[config.mk]
export PLATFORM = sky130hd
export DESIGN_NAME = periodic_timer_slot_bank_flat
export DESIGN_NICKNAME = d
export VERILOG_FILES = /design/src/rtl/tsb_pkg.sv /design/src/rtl/tsb_if.sv /design/src/rtl/tsb_rem_serial.sv /design/src/rtl/tsb_slot_table.sv /design/src/rtl/periodic_timer_slot_bank.sv /design/src/flat_wrapper.sv
export SDC_FILE = /design/constraint.sdc
export NUM_CORES = 1
export LEC_CHECK = 0
export ABC_AREA = 1
export BUFFER_PORTS_ARGS = -buffer_cell sky130_fd_sc_hd__buf_2
export CAP_MARGIN = 20
export CORE_UTILIZATION = 30
export DETAILED_ROUTE_END_ITERATION = 10
export GPL_TIMING_DRIVEN = 0
export SLEW_MARGIN = 20
export SYNTH_ARGS = -nofsm -noshare
export SYNTH_HDL_FRONTEND = slang
export SYNTH_SLANG_ARGS = --single-unit
[constraint.sdc]
create_clock -name clk -period 4.23 [get_ports clk]
set_clock_uncertainty 0.15 [all_clocks]
set_input_delay 1.0575 -clock clk [delete_from_list [all_inputs] [get_ports clk]]
set_output_delay 1.0575 -clock clk [all_outputs]
set_load 0.05 [all_outputs]
[src/rtl/tsb_pkg.sv]
// shared types, constants and operation codes of the timer slot bank
package tsb_pkg;

    // field widths of the request and response beats
    localparam int OP_W    = 3;
    localparam int SLOT_W  = 3;
    localparam int TICK_W  = 16;
    localparam int FIRE_W  = 8;

    // largest bank the slot field and fire mask can address
    localparam int BANK_MAX      = 8;
    localparam int SLOTS_DEFAULT = 8;

    // operation codes
    typedef enum logic [OP_W-1:0] {
        OP_CREATE  = 3'd0,
        OP_DESTROY = 3'd1,
        OP_START   = 3'd2,
        OP_STOP    = 3'd3,
        OP_TICK    = 3'd4
    } tsb_op_t;

    // command from the sequencer to the slot table
    typedef struct packed {
        logic              create;
        logic              destroy;
        logic              start;
        logic              stop;
        logic [SLOT_W-1:0] slot;
        logic [TICK_W-1:0] period;
    } tsb_cmd_t;

    // allocation status from the slot table
    typedef struct packed {
        logic              free_found;
        logic [SLOT_W-1:0] free_slot;
    } tsb_stat_t;

endpackage

[src/rtl/tsb_if.sv]
// valid/ready channel interfaces for the request and response beats
interface tsb_req_if;
    import tsb_pkg::*;

    logic              valid;
    logic              ready;
    logic [OP_W-1:0]   op;
    logic [SLOT_W-1:0] slot;
    logic [TICK_W-1:0] period;

    modport source (output valid, output op, output slot, output period, input ready);
    modport sink   (input valid, input op, input slot, input period, output ready);
endinterface

interface tsb_rsp_if;
    import tsb_pkg::*;

    logic              valid;
    logic              ready;
    logic [SLOT_W-1:0] granted_slot;
    logic              granted;
    logic [FIRE_W-1:0] fire_mask;
    logic [TICK_W-1:0] tick_count;

    modport source (output valid, output granted_slot, output granted, output fire_mask,
                    output tick_count, input ready);
    modport sink   (input valid, input granted_slot, input granted, input fire_mask,
                    input tick_count, output ready);
endinterface

[src/rtl/tsb_rem_serial.sv]
// bit-serial restoring remainder unit, one quotient bit per cycle
module tsb_rem_serial
    import tsb_pkg::*;
(
    input  logic              clk,
    input  logic              rst_n,
    input  logic              start,
    input  logic [TICK_W-1:0] dividend,
    input  logic [TICK_W-1:0] divisor,
    output logic              done,
    output logic              rem_zero
);

    localparam int CNT_W = $clog2(TICK_W + 1);

    logic              busy_reg, busy_next;
    logic              done_reg, done_next;
    logic [CNT_W-1:0]  cnt_reg, cnt_next;
    logic [TICK_W-1:0] dvd_reg, dvd_next;
    logic [TICK_W-1:0] div_reg, div_next;
    logic [TICK_W-1:0] rem_reg, rem_next;

    logic [TICK_W:0]   rem_shift;
    logic [TICK_W:0]   rem_sub;
    logic              ge;

    // one restoring step: shift in the next dividend bit, subtract if it fits
    always_comb
    begin
        rem_shift = {rem_reg, dvd_reg[TICK_W-1]};
        rem_sub   = rem_shift - {1'b0, div_reg};
        ge        = (rem_shift >= {1'b0, div_reg});
    end

    // step control
    always_comb
    begin
        busy_next = busy_reg;
        cnt_next  = cnt_reg;
        dvd_next  = dvd_reg;
        div_next  = div_reg;
        rem_next  = rem_reg;
        done_next = 1'b0;
        if (start)
        begin
            busy_next = 1'b1;
            cnt_next  = CNT_W'(TICK_W);
            dvd_next  = dividend;
            div_next  = divisor;
            rem_next  = '0;
        end
        else if (busy_reg)
        begin
            dvd_next = {dvd_reg[TICK_W-2:0], 1'b0};
            rem_next = ge ? rem_sub[TICK_W-1:0] : rem_shift[TICK_W-1:0];
            cnt_next = cnt_reg - CNT_W'(1);
            if (cnt_reg == CNT_W'(1))
            begin
                busy_next = 1'b0;
                done_next = 1'b1;
            end
        end
    end

    // control registers
    always_ff @(posedge clk or negedge rst_n)
    begin
        if (!rst_n)
        begin
            busy_reg <= 1'b0;
            done_reg <= 1'b0;
            cnt_reg  <= '0;
        end
        else
        begin
            busy_reg <= busy_next;
            done_reg <= done_next;
            cnt_reg  <= cnt_next;
        end
    end

    // datapath registers
    always_ff @(posedge clk)
    begin
        dvd_reg <= dvd_next;
        div_reg <= div_next;
        rem_reg <= rem_next;
    end

    assign done     = done_reg;
    assign rem_zero = (rem_reg == '0);

endmodule

[src/rtl/tsb_slot_table.sv]
// slot table: allocation flags, stopped flags and stored periods
module tsb_slot_table
    import tsb_pkg::*;
#(
    parameter int ACTIVE = BANK_MAX
)
(
    input  logic                         clk,
    input  logic                         rst_n,
    input  tsb_cmd_t                     cmd,
    output tsb_stat_t                    stat,
    input  logic [$clog2(ACTIVE+1)-1:0]  rd_idx,
    output logic [TICK_W-1:0]            rd_period,
    output logic                         rd_live
);

    localparam int IDX_W = (ACTIVE > 1) ? $clog2(ACTIVE) : 1;
    localparam int RD_W  = $clog2(ACTIVE + 1);

    logic [ACTIVE-1:0] in_use_reg, in_use_next;
    logic [ACTIVE-1:0] stopped_reg, stopped_next;
    logic [TICK_W-1:0] period_reg [ACTIVE];

    logic              slot_ok;
    logic [IDX_W-1:0]  slot_idx;
    logic [IDX_W-1:0]  free_idx;
    logic [IDX_W-1:0]  rd_sel;

    // lowest free slot
    always_comb
    begin
        stat.free_found = 1'b0;
        stat.free_slot  = '0;
        free_idx        = '0;
        for (int i = ACTIVE - 1; i >= 0; i--)
        begin
            if (!in_use_reg[i])
            begin
                stat.free_found = 1'b1;
                stat.free_slot  = SLOT_W'(i);
                free_idx        = IDX_W'(i);
            end
        end
    end

    // targeted slot, ignored beyond the bank
    assign slot_ok  = ({1'b0, cmd.slot} < (SLOT_W+1)'(ACTIVE));
    assign slot_idx = cmd.slot[IDX_W-1:0];

    // flag updates
    always_comb
    begin
        in_use_next  = in_use_reg;
        stopped_next = stopped_reg;
        if (cmd.create && stat.free_found)
        begin
            in_use_next[free_idx]  = 1'b1;
            stopped_next[free_idx] = 1'b1;
        end
        if (cmd.destroy && slot_ok)
        begin
            in_use_next[slot_idx] = 1'b0;
        end
        if (cmd.start && slot_ok)
        begin
            stopped_next[slot_idx] = 1'b0;
        end
        if (cmd.stop && slot_ok)
        begin
            stopped_next[slot_idx] = 1'b1;
        end
    end

    always_ff @(posedge clk or negedge rst_n)
    begin
        if (!rst_n)
        begin
            in_use_reg  <= '0;
            stopped_reg <= '0;
        end
        else
        begin
            in_use_reg  <= in_use_next;
            stopped_reg <= stopped_next;
        end
    end

    // period store, written on create
    always_ff @(posedge clk)
    begin
        if (cmd.create && stat.free_found)
        begin
            period_reg[free_idx] <= cmd.period;
        end
    end

    // scan read port
    assign rd_sel    = rd_idx[IDX_W-1:0];
    assign rd_period = period_reg[rd_sel];
    assign rd_live   = in_use_reg[rd_sel] && !stopped_reg[rd_sel] && (rd_idx < RD_W'(ACTIVE));

endmodule

[src/rtl/periodic_timer_slot_bank.sv]
// top level of the periodic timer slot bank: sequencer and result register
// A bank of up to eight timer slots driven by one request beat per operation:
// create, destroy, start, stop and tick. Every request yields exactly one
// response beat. Create, destroy, start, stop and unknown ops go from
// acceptance through the done state into the response register. A tick
// advances the 16-bit count and then scans the slots one after another
// through a single bit-serial remainder unit, each slot with one load,
// sixteen shift-subtract steps and one check. One request is in work at a
// time; the response register holds the last result while the next request
// is accepted.
module periodic_timer_slot_bank
    import tsb_pkg::*;
#(
    parameter int SLOTS = SLOTS_DEFAULT
)
(
    input  logic      clk,
    input  logic      rst_n,
    tsb_req_if.sink   req,
    tsb_rsp_if.source rsp
);

    localparam int ACTIVE = (SLOTS < BANK_MAX) ? SLOTS : BANK_MAX;
    localparam int K_W    = $clog2(ACTIVE + 1);
    localparam int IDX_W  = (ACTIVE > 1) ? $clog2(ACTIVE) : 1;

    typedef enum logic [3:0] {
        S_IDLE = 4'b0001,
        S_LOAD = 4'b0010,
        S_WAIT = 4'b0100,
        S_DONE = 4'b1000
    } state_t;

    state_t            state_reg, state_next;
    logic [TICK_W-1:0] elapsed_reg, elapsed_next;
    logic [K_W-1:0]    k_reg, k_next;
    logic [ACTIVE-1:0] fire_reg, fire_next;
    logic [SLOT_W-1:0] gslot_reg, gslot_next;
    logic              gok_reg, gok_next;

    logic              out_valid_reg, out_valid_next;
    logic [SLOT_W-1:0] out_gslot_reg, out_gslot_next;
    logic              out_gok_reg, out_gok_next;
    logic [FIRE_W-1:0] out_fire_reg, out_fire_next;
    logic [TICK_W-1:0] out_tick_reg, out_tick_next;

    logic              acc;
    logic              out_load;
    tsb_cmd_t          cmd;
    tsb_stat_t         stat;
    logic [TICK_W-1:0] rd_period;
    logic              rd_live;
    logic              rem_start;
    logic              rem_done;
    logic              rem_zero;

    assign req.ready = (state_reg == S_IDLE);
    assign acc       = req.valid && req.ready;

    // decode the request beat into table commands
    always_comb
    begin
        cmd.create  = acc && (req.op == OP_CREATE);
        cmd.destroy = acc && (req.op == OP_DESTROY);
        cmd.start   = acc && (req.op == OP_START);
        cmd.stop    = acc && (req.op == OP_STOP);
        cmd.slot    = req.slot;
        cmd.period  = req.period;
    end

    tsb_slot_table #(
        .ACTIVE (ACTIVE)
    ) u_table (
        .clk       (clk),
        .rst_n     (rst_n),
        .cmd       (cmd),
        .stat      (stat),
        .rd_idx    (k_reg),
        .rd_period (rd_period),
        .rd_live   (rd_live)
    );

    assign rem_start = (state_reg == S_LOAD);

    tsb_rem_serial u_rem (
        .clk      (clk),
        .rst_n    (rst_n),
        .start    (rem_start),
        .dividend (elapsed_reg),
        .divisor  (rd_period),
        .done     (rem_done),
        .rem_zero (rem_zero)
    );

    // response register can take a new result
    assign out_load = (state_reg == S_DONE) && (!out_valid_reg || rsp.ready);

    // sequencer
    always_comb
    begin
        state_next   = state_reg;
        elapsed_next = elapsed_reg;
        k_next       = k_reg;
        fire_next    = fire_reg;
        gslot_next   = gslot_reg;
        gok_next     = gok_reg;
        unique case (state_reg)
            S_IDLE:
            begin
                if (acc)
                begin
                    fire_next  = '0;
                    gok_next   = cmd.create && stat.free_found;
                    gslot_next = (cmd.create && stat.free_found) ? stat.free_slot : '0;
                    k_next     = '0;
                    if (req.op == OP_TICK)
                    begin
                        elapsed_next = elapsed_reg + TICK_W'(1);
                        state_next   = S_LOAD;
                    end
                    else
                    begin
                        state_next = S_DONE;
                    end
                end
            end
            S_LOAD:
            begin
                state_next = S_WAIT;
            end
            S_WAIT:
            begin
                if (rem_done)
                begin
                    if (rd_live && (rd_period != '0) && rem_zero)
                    begin
                        fire_next[k_reg[IDX_W-1:0]] = 1'b1;
                    end
                    if (k_reg == K_W'(ACTIVE - 1))
                    begin
                        state_next = S_DONE;
                    end
                    else
                    begin
                        k_next     = k_reg + K_W'(1);
                        state_next = S_LOAD;
                    end
                end
            end
            S_DONE:
            begin
                if (out_load)
                begin
                    state_next = S_IDLE;
                end
            end
            default:
            begin
                state_next = S_IDLE;
            end
        endcase
    end

    // response register
    always_comb
    begin
        out_valid_next = out_valid_reg;
        out_gslot_next = out_gslot_reg;
        out_gok_next   = out_gok_reg;
        out_fire_next  = out_fire_reg;
        out_tick_next  = out_tick_reg;
        if (rsp.valid && rsp.ready)
        begin
            out_valid_next = 1'b0;
        end
        if (out_load)
        begin
            out_valid_next = 1'b1;
            out_gslot_next = gslot_reg;
            out_gok_next   = gok_reg;
            out_fire_next  = FIRE_W'(fire_reg);
            out_tick_next  = elapsed_reg;
        end
    end

    // control registers
    always_ff @(posedge clk or negedge rst_n)
    begin
        if (!rst_n)
        begin
            state_reg     <= S_IDLE;
            elapsed_reg   <= '0;
            out_valid_reg <= 1'b0;
        end
        else
        begin
            state_reg     <= state_next;
            elapsed_reg   <= elapsed_next;
            out_valid_reg <= out_valid_next;
        end
    end

    // payload registers
    always_ff @(posedge clk)
    begin
        k_reg         <= k_next;
        fire_reg      <= fire_next;
        gslot_reg     <= gslot_next;
        gok_reg       <= gok_next;
        out_gslot_reg <= out_gslot_next;
        out_gok_reg   <= out_gok_next;
        out_fire_reg  <= out_fire_next;
        out_tick_reg  <= out_tick_next;
    end

    // response beat
    assign rsp.valid        = out_valid_reg;
    assign rsp.granted_slot = out_gslot_reg;
    assign rsp.granted      = out_gok_reg;
    assign rsp.fire_mask    = out_fire_reg;
    assign rsp.tick_count   = out_tick_reg;

endmodule

[src/flat_wrapper.sv]
// flat-port wrapper written by rule: the top's interface ports become plain ports
module periodic_timer_slot_bank_flat import tsb_pkg::*;
#(
    parameter int SLOTS = SLOTS_DEFAULT
)
  (clk, rst_n, req_valid, req_op, req_slot, req_period, req_ready, rsp_valid, rsp_granted_slot, rsp_granted, rsp_fire_mask, rsp_tick_count, rsp_ready);
  tsb_req_if req_i ();
  tsb_rsp_if rsp_i ();
  input  logic clk;
  input  logic rst_n;
  input wire logic [$bits(req_i.valid)-1:0] req_valid;
  input wire logic [$bits(req_i.op)-1:0] req_op;
  input wire logic [$bits(req_i.slot)-1:0] req_slot;
  input wire logic [$bits(req_i.period)-1:0] req_period;
  output wire logic [$bits(req_i.ready)-1:0] req_ready;
  output wire logic [$bits(rsp_i.valid)-1:0] rsp_valid;
  output wire logic [$bits(rsp_i.granted_slot)-1:0] rsp_granted_slot;
  output wire logic [$bits(rsp_i.granted)-1:0] rsp_granted;
  output wire logic [$bits(rsp_i.fire_mask)-1:0] rsp_fire_mask;
  output wire logic [$bits(rsp_i.tick_count)-1:0] rsp_tick_count;
  input wire logic [$bits(rsp_i.ready)-1:0] rsp_ready;
  assign req_i.valid = req_valid;
  assign req_i.op = req_op;
  assign req_i.slot = req_slot;
  assign req_i.period = req_period;
  assign req_ready = req_i.ready;
  assign rsp_valid = rsp_i.valid;
  assign rsp_granted_slot = rsp_i.granted_slot;
  assign rsp_granted = rsp_i.granted;
  assign rsp_fire_mask = rsp_i.fire_mask;
  assign rsp_tick_count = rsp_i.tick_count;
  assign rsp_i.ready = rsp_ready;
  periodic_timer_slot_bank #(.SLOTS(SLOTS)) u_core (.clk(clk), .rst_n(rst_n), .req(req_i), .rsp(rsp_i));
endmodule
==> run_results.csv <==
group,metric,value,unit
power_and_ir_drop,netSwitchingFraction,36.7,%
yosys,synthCells,1278,
yosys,ys_seq_area_share,61.8,%
timing,period_minus_slack,3.02,ns
setup_path,critPathCaptureType,"flop",
floorplanning,core_area,40100,um^2
finish,final_util,35.7,%
routing,detail-route-antenna-nets,0,
finish,syn_to_final_growth,16.2,%
routing,drt_pass1_iterations,4,
setup_path,cp.arrival,3.04,ns
routing,drt_iter0_markers,483,
setup_path,path_max_fanout,10,
global_routing,grt_pass1_vias,8356,
yosys,netlist_area,12300,um^2
timing,tightest_slew,0.903,ns
yosys,syn_avg_cell_area,9.63,um^2
global_routing,overflow,0,
power_and_ir_drop,powerDensity,657,nW/um^2
yosys,synthTopCellsByArea,"edfxtp_1, nand2_1, dfrtp_1, inv_1, nand3_1",
global_routing,grt_pass1_wl,43600,um
power_and_ir_drop,vdd_drop_max,0.372,mV
setup_path,crit_path_frequent_cell,"nand2_1",
floorplanning,fp-row-count,73,
routing,viasPerCell,4.51,
clocking,clkTransAtPathRegs,0.06,ns
clocking,clk_path_buf_depth,3,
timing,fmax,0.331,GHz
clocking,post_cts_buffers,0,
power_and_ir_drop,pwr-share-comb,33.4,%
yosys,yosys.area.top_type_share,49.8,%
finish,largest_reg_flops,128,
clocking,insertion_delay,0.55,ns
placed_design,dp_hpwl,18600,um
yosys,ys.flop_type,"edfxtp_1",
setup_path,cp_slowest_cell,"a21oi_1",
global_routing,grtUsageTotal,13.3,%
timing,max_slew_margin,39.7,%
power_and_ir_drop,p_seq_share,38.5,%
yosys,ys_ff_latch,267,
yosys,synth_nets,1325,
timing,rsz0062_at_grt,"no",
global_routing,grt_max_degree,45,
clocking,cts_resized,0,
finish,num_antenna_cells,0,
clocking,root_buffer,"clkbuf_16",
finish,drive_above_1_share,12.0,%
clocking,cts_tree,"built",
power_and_ir_drop,power.leakage,6.37,nW
setup_path,slowest_delay,0.56,ns
power_and_ir_drop,p_int,5.95,mW
routing,avgRoutedWirePerCell,14.4,um
clocking,hold_buffers,0,
global_routing,antenna_found_initial,1,
timing,hold_violations,0,
yosys,yosys_warnings,0,
run,maxCapViolCount,0,
clocking,cts_inserted_buffers,29,
yosys,synth_cell_types,47,
setup_path,cp_cell_sequence,"buf_2, inv_1, clkbuf_1, nand2_1, nand2_1, nor2_1, nand2_1, nor2_1, nand2_1, nand2_1, a21oi_1",
floorplanning,start_util,30.7,%
power_and_ir_drop,switchingPower,3.44,mW
finish,fin_nets,1415,
yosys,synth_edf_count,204,
yosys,async_flop_share,16.5,%
setup_path,start_kind,"flop",
floorplanning,die-area,41800,um^2
routing,routed_wl,27500,um
floorplanning,io_pins,56,
timing,finalCritPeriodShare,71.4,%
floorplanning,die_w,205,um
setup_path,path_delay_family,"buffers and inverters",
clocking,numClockSinks,267,
outcome,status,"finished, final reports clean",
timing,setup_violations,0,
power_and_ir_drop,power,9.39,mW
routing,drc,0,
floorplanning,fp.dieH,205,um
power_and_ir_drop,clock_power_share,28.1,%
placed_design,place_congestion,0.864,
min_path,hold_path.class,"reg2reg",
routing,vias,8631,
setup_path,critPathRequiredTime,4.25,ns
placed_design,numPortBuffers,55,
clocking,h-tree-depth,1,
setup_path,worstSetupPathType,"reg2reg",
timing,slew_viol_final,0,
yosys,yosysTopAreaCell,"edfxtp_1",
setup_path,crit_buf_inv,3,
[cells in the final DEF (no fill, tap or decap), drive strengths merged]
cell type  instances
o21a               2
o21bai             1
edfxtp           204
dfxtp             19
a31oi              2
a22oi             10
ha                20
nand4              8
xor2              16
dfrtp             43
fa                 1
dfstp              1
a211oi             1
inv              201
o31ai              1
nor3              21
nand3            104
or2                1
clkinv            10
buf               80
nor2              74
and2               2
clkbuf            49
a31o               1
o22ai              4
a21oi             30
o21ai             58
bufinv             5
xnor2              7
nand3b             4
nor4               5
nand2            404
[final cells by class]
class	count	area, um^2
clock inverters	15	195
plain buffers	33	164
flip-flops and latches	267	7610
repair buffers	59	320
well taps	525	657
clock buffers	37	806
multi-input cells	777	3790
fillers	3946	25800
inverters	201	754
[kinds of logic (layout without fill, tap and decap cells)]
family,count (synthesis),after routing,share of synthesized area [%]
adder cells (fa/ha/maj),21,21,2.20
AO/OA/AOI/OAI,110,110,5.02
buffers and inverters,234,345,7.45
XOR/XNOR,23,23,1.64
flip-flops,267,267,61.8
AND/OR/NAND/NOR,623,623,21.8
[Yosys cell counts, types with 8 or more instances]
| cell | instances |
|---|---|
| xor2_1 | 16 |
| a21oi_1 | 28 |
| nor3_1 | 18 |
| nand2_1 | 397 |
| dfrtp_1 | 43 |
| dfxtp_1 | 19 |
| edfxtp_1 | 204 |
| o21ai_0 | 52 |
| ha_1 | 20 |
| a22oi_1 | 10 |
| buf_2 | 18 |
| clkbuf_1 | 12 |
| inv_1 | 194 |
| nor2_1 | 65 |
| nand4_1 | 8 |
| nand3_1 | 100 |
[metrics by stage]
| step | instances | hold WS, ns | cell area, um^2 | setup WS, ns | setup TNS (ns) |
|---|---|---|---|---|---|
| finish | 1914 | 0.282 | 14300 | 1.21 | 0 |
| global route | 1914 | 0.287 | 14300 | 0.973 | 0 |
| global placement | 1858 | 0.261 | 13200 | -1.65 | -26.30 |
| floorplan | 1278 | 0.250 | 12300 | 0.365 | 0 |
| CTS | 1914 | 0.285 | 14300 | 1.20 | 0 |
| detailed placement | 1862 | 0.265 | 13300 | 0.731 | 0 |
[power groups by stage]
stage          Clock, mW  Sequential, mW  Combinational (mW)
2_1_floorplan          0            3.75                2.13
3_3_place_gp           0            3.66                3.06
3_5_place_dp           0            3.66                3.13
4_1_cts             2.69            3.61                3.15
5_1_grt             2.78            3.66                3.54
6_report            2.64            3.61                3.14
[final timing paths]
path                                                endpoint  cells past startpoint  slack [ns]           startpoint
worst max-delay path                      u_core.fire_reg[6]                     11        1.21                 flop
worst min-delay path              u_core.rsp.granted_slot[1]                      0        0.28  u_core.gslot_reg[1]
worst max register to register            u_core.fire_reg[6]                     11        1.21                 flop
worst min register to register    u_core.rsp.granted_slot[1]                      0        0.28  u_core.gslot_reg[1]
max in group asynchronous       u_core.u_table.in_use_reg[5]                      1        3.14                rst_n
min in group asynchronous            u_core.u_rem.cnt_reg[4]                      1        0.37                rst_n
[per-layer routing]
| metal | vias up | global-route usage, % | part of all wire [%] |
|---|---|---|---|
| li1 | 4355 | - | - |
| met1 | 4042 | 16.9 | 45 |
| met2 | 175 | 22.8 | 48 |
| met3 | 57 | 2.58 | 4.8 |
| met4 | 2 | 3.81 | 2.3 |
| met5 | - | 0 | 0.062 |
No activity file was read; power rests on OpenSTA's default activity.
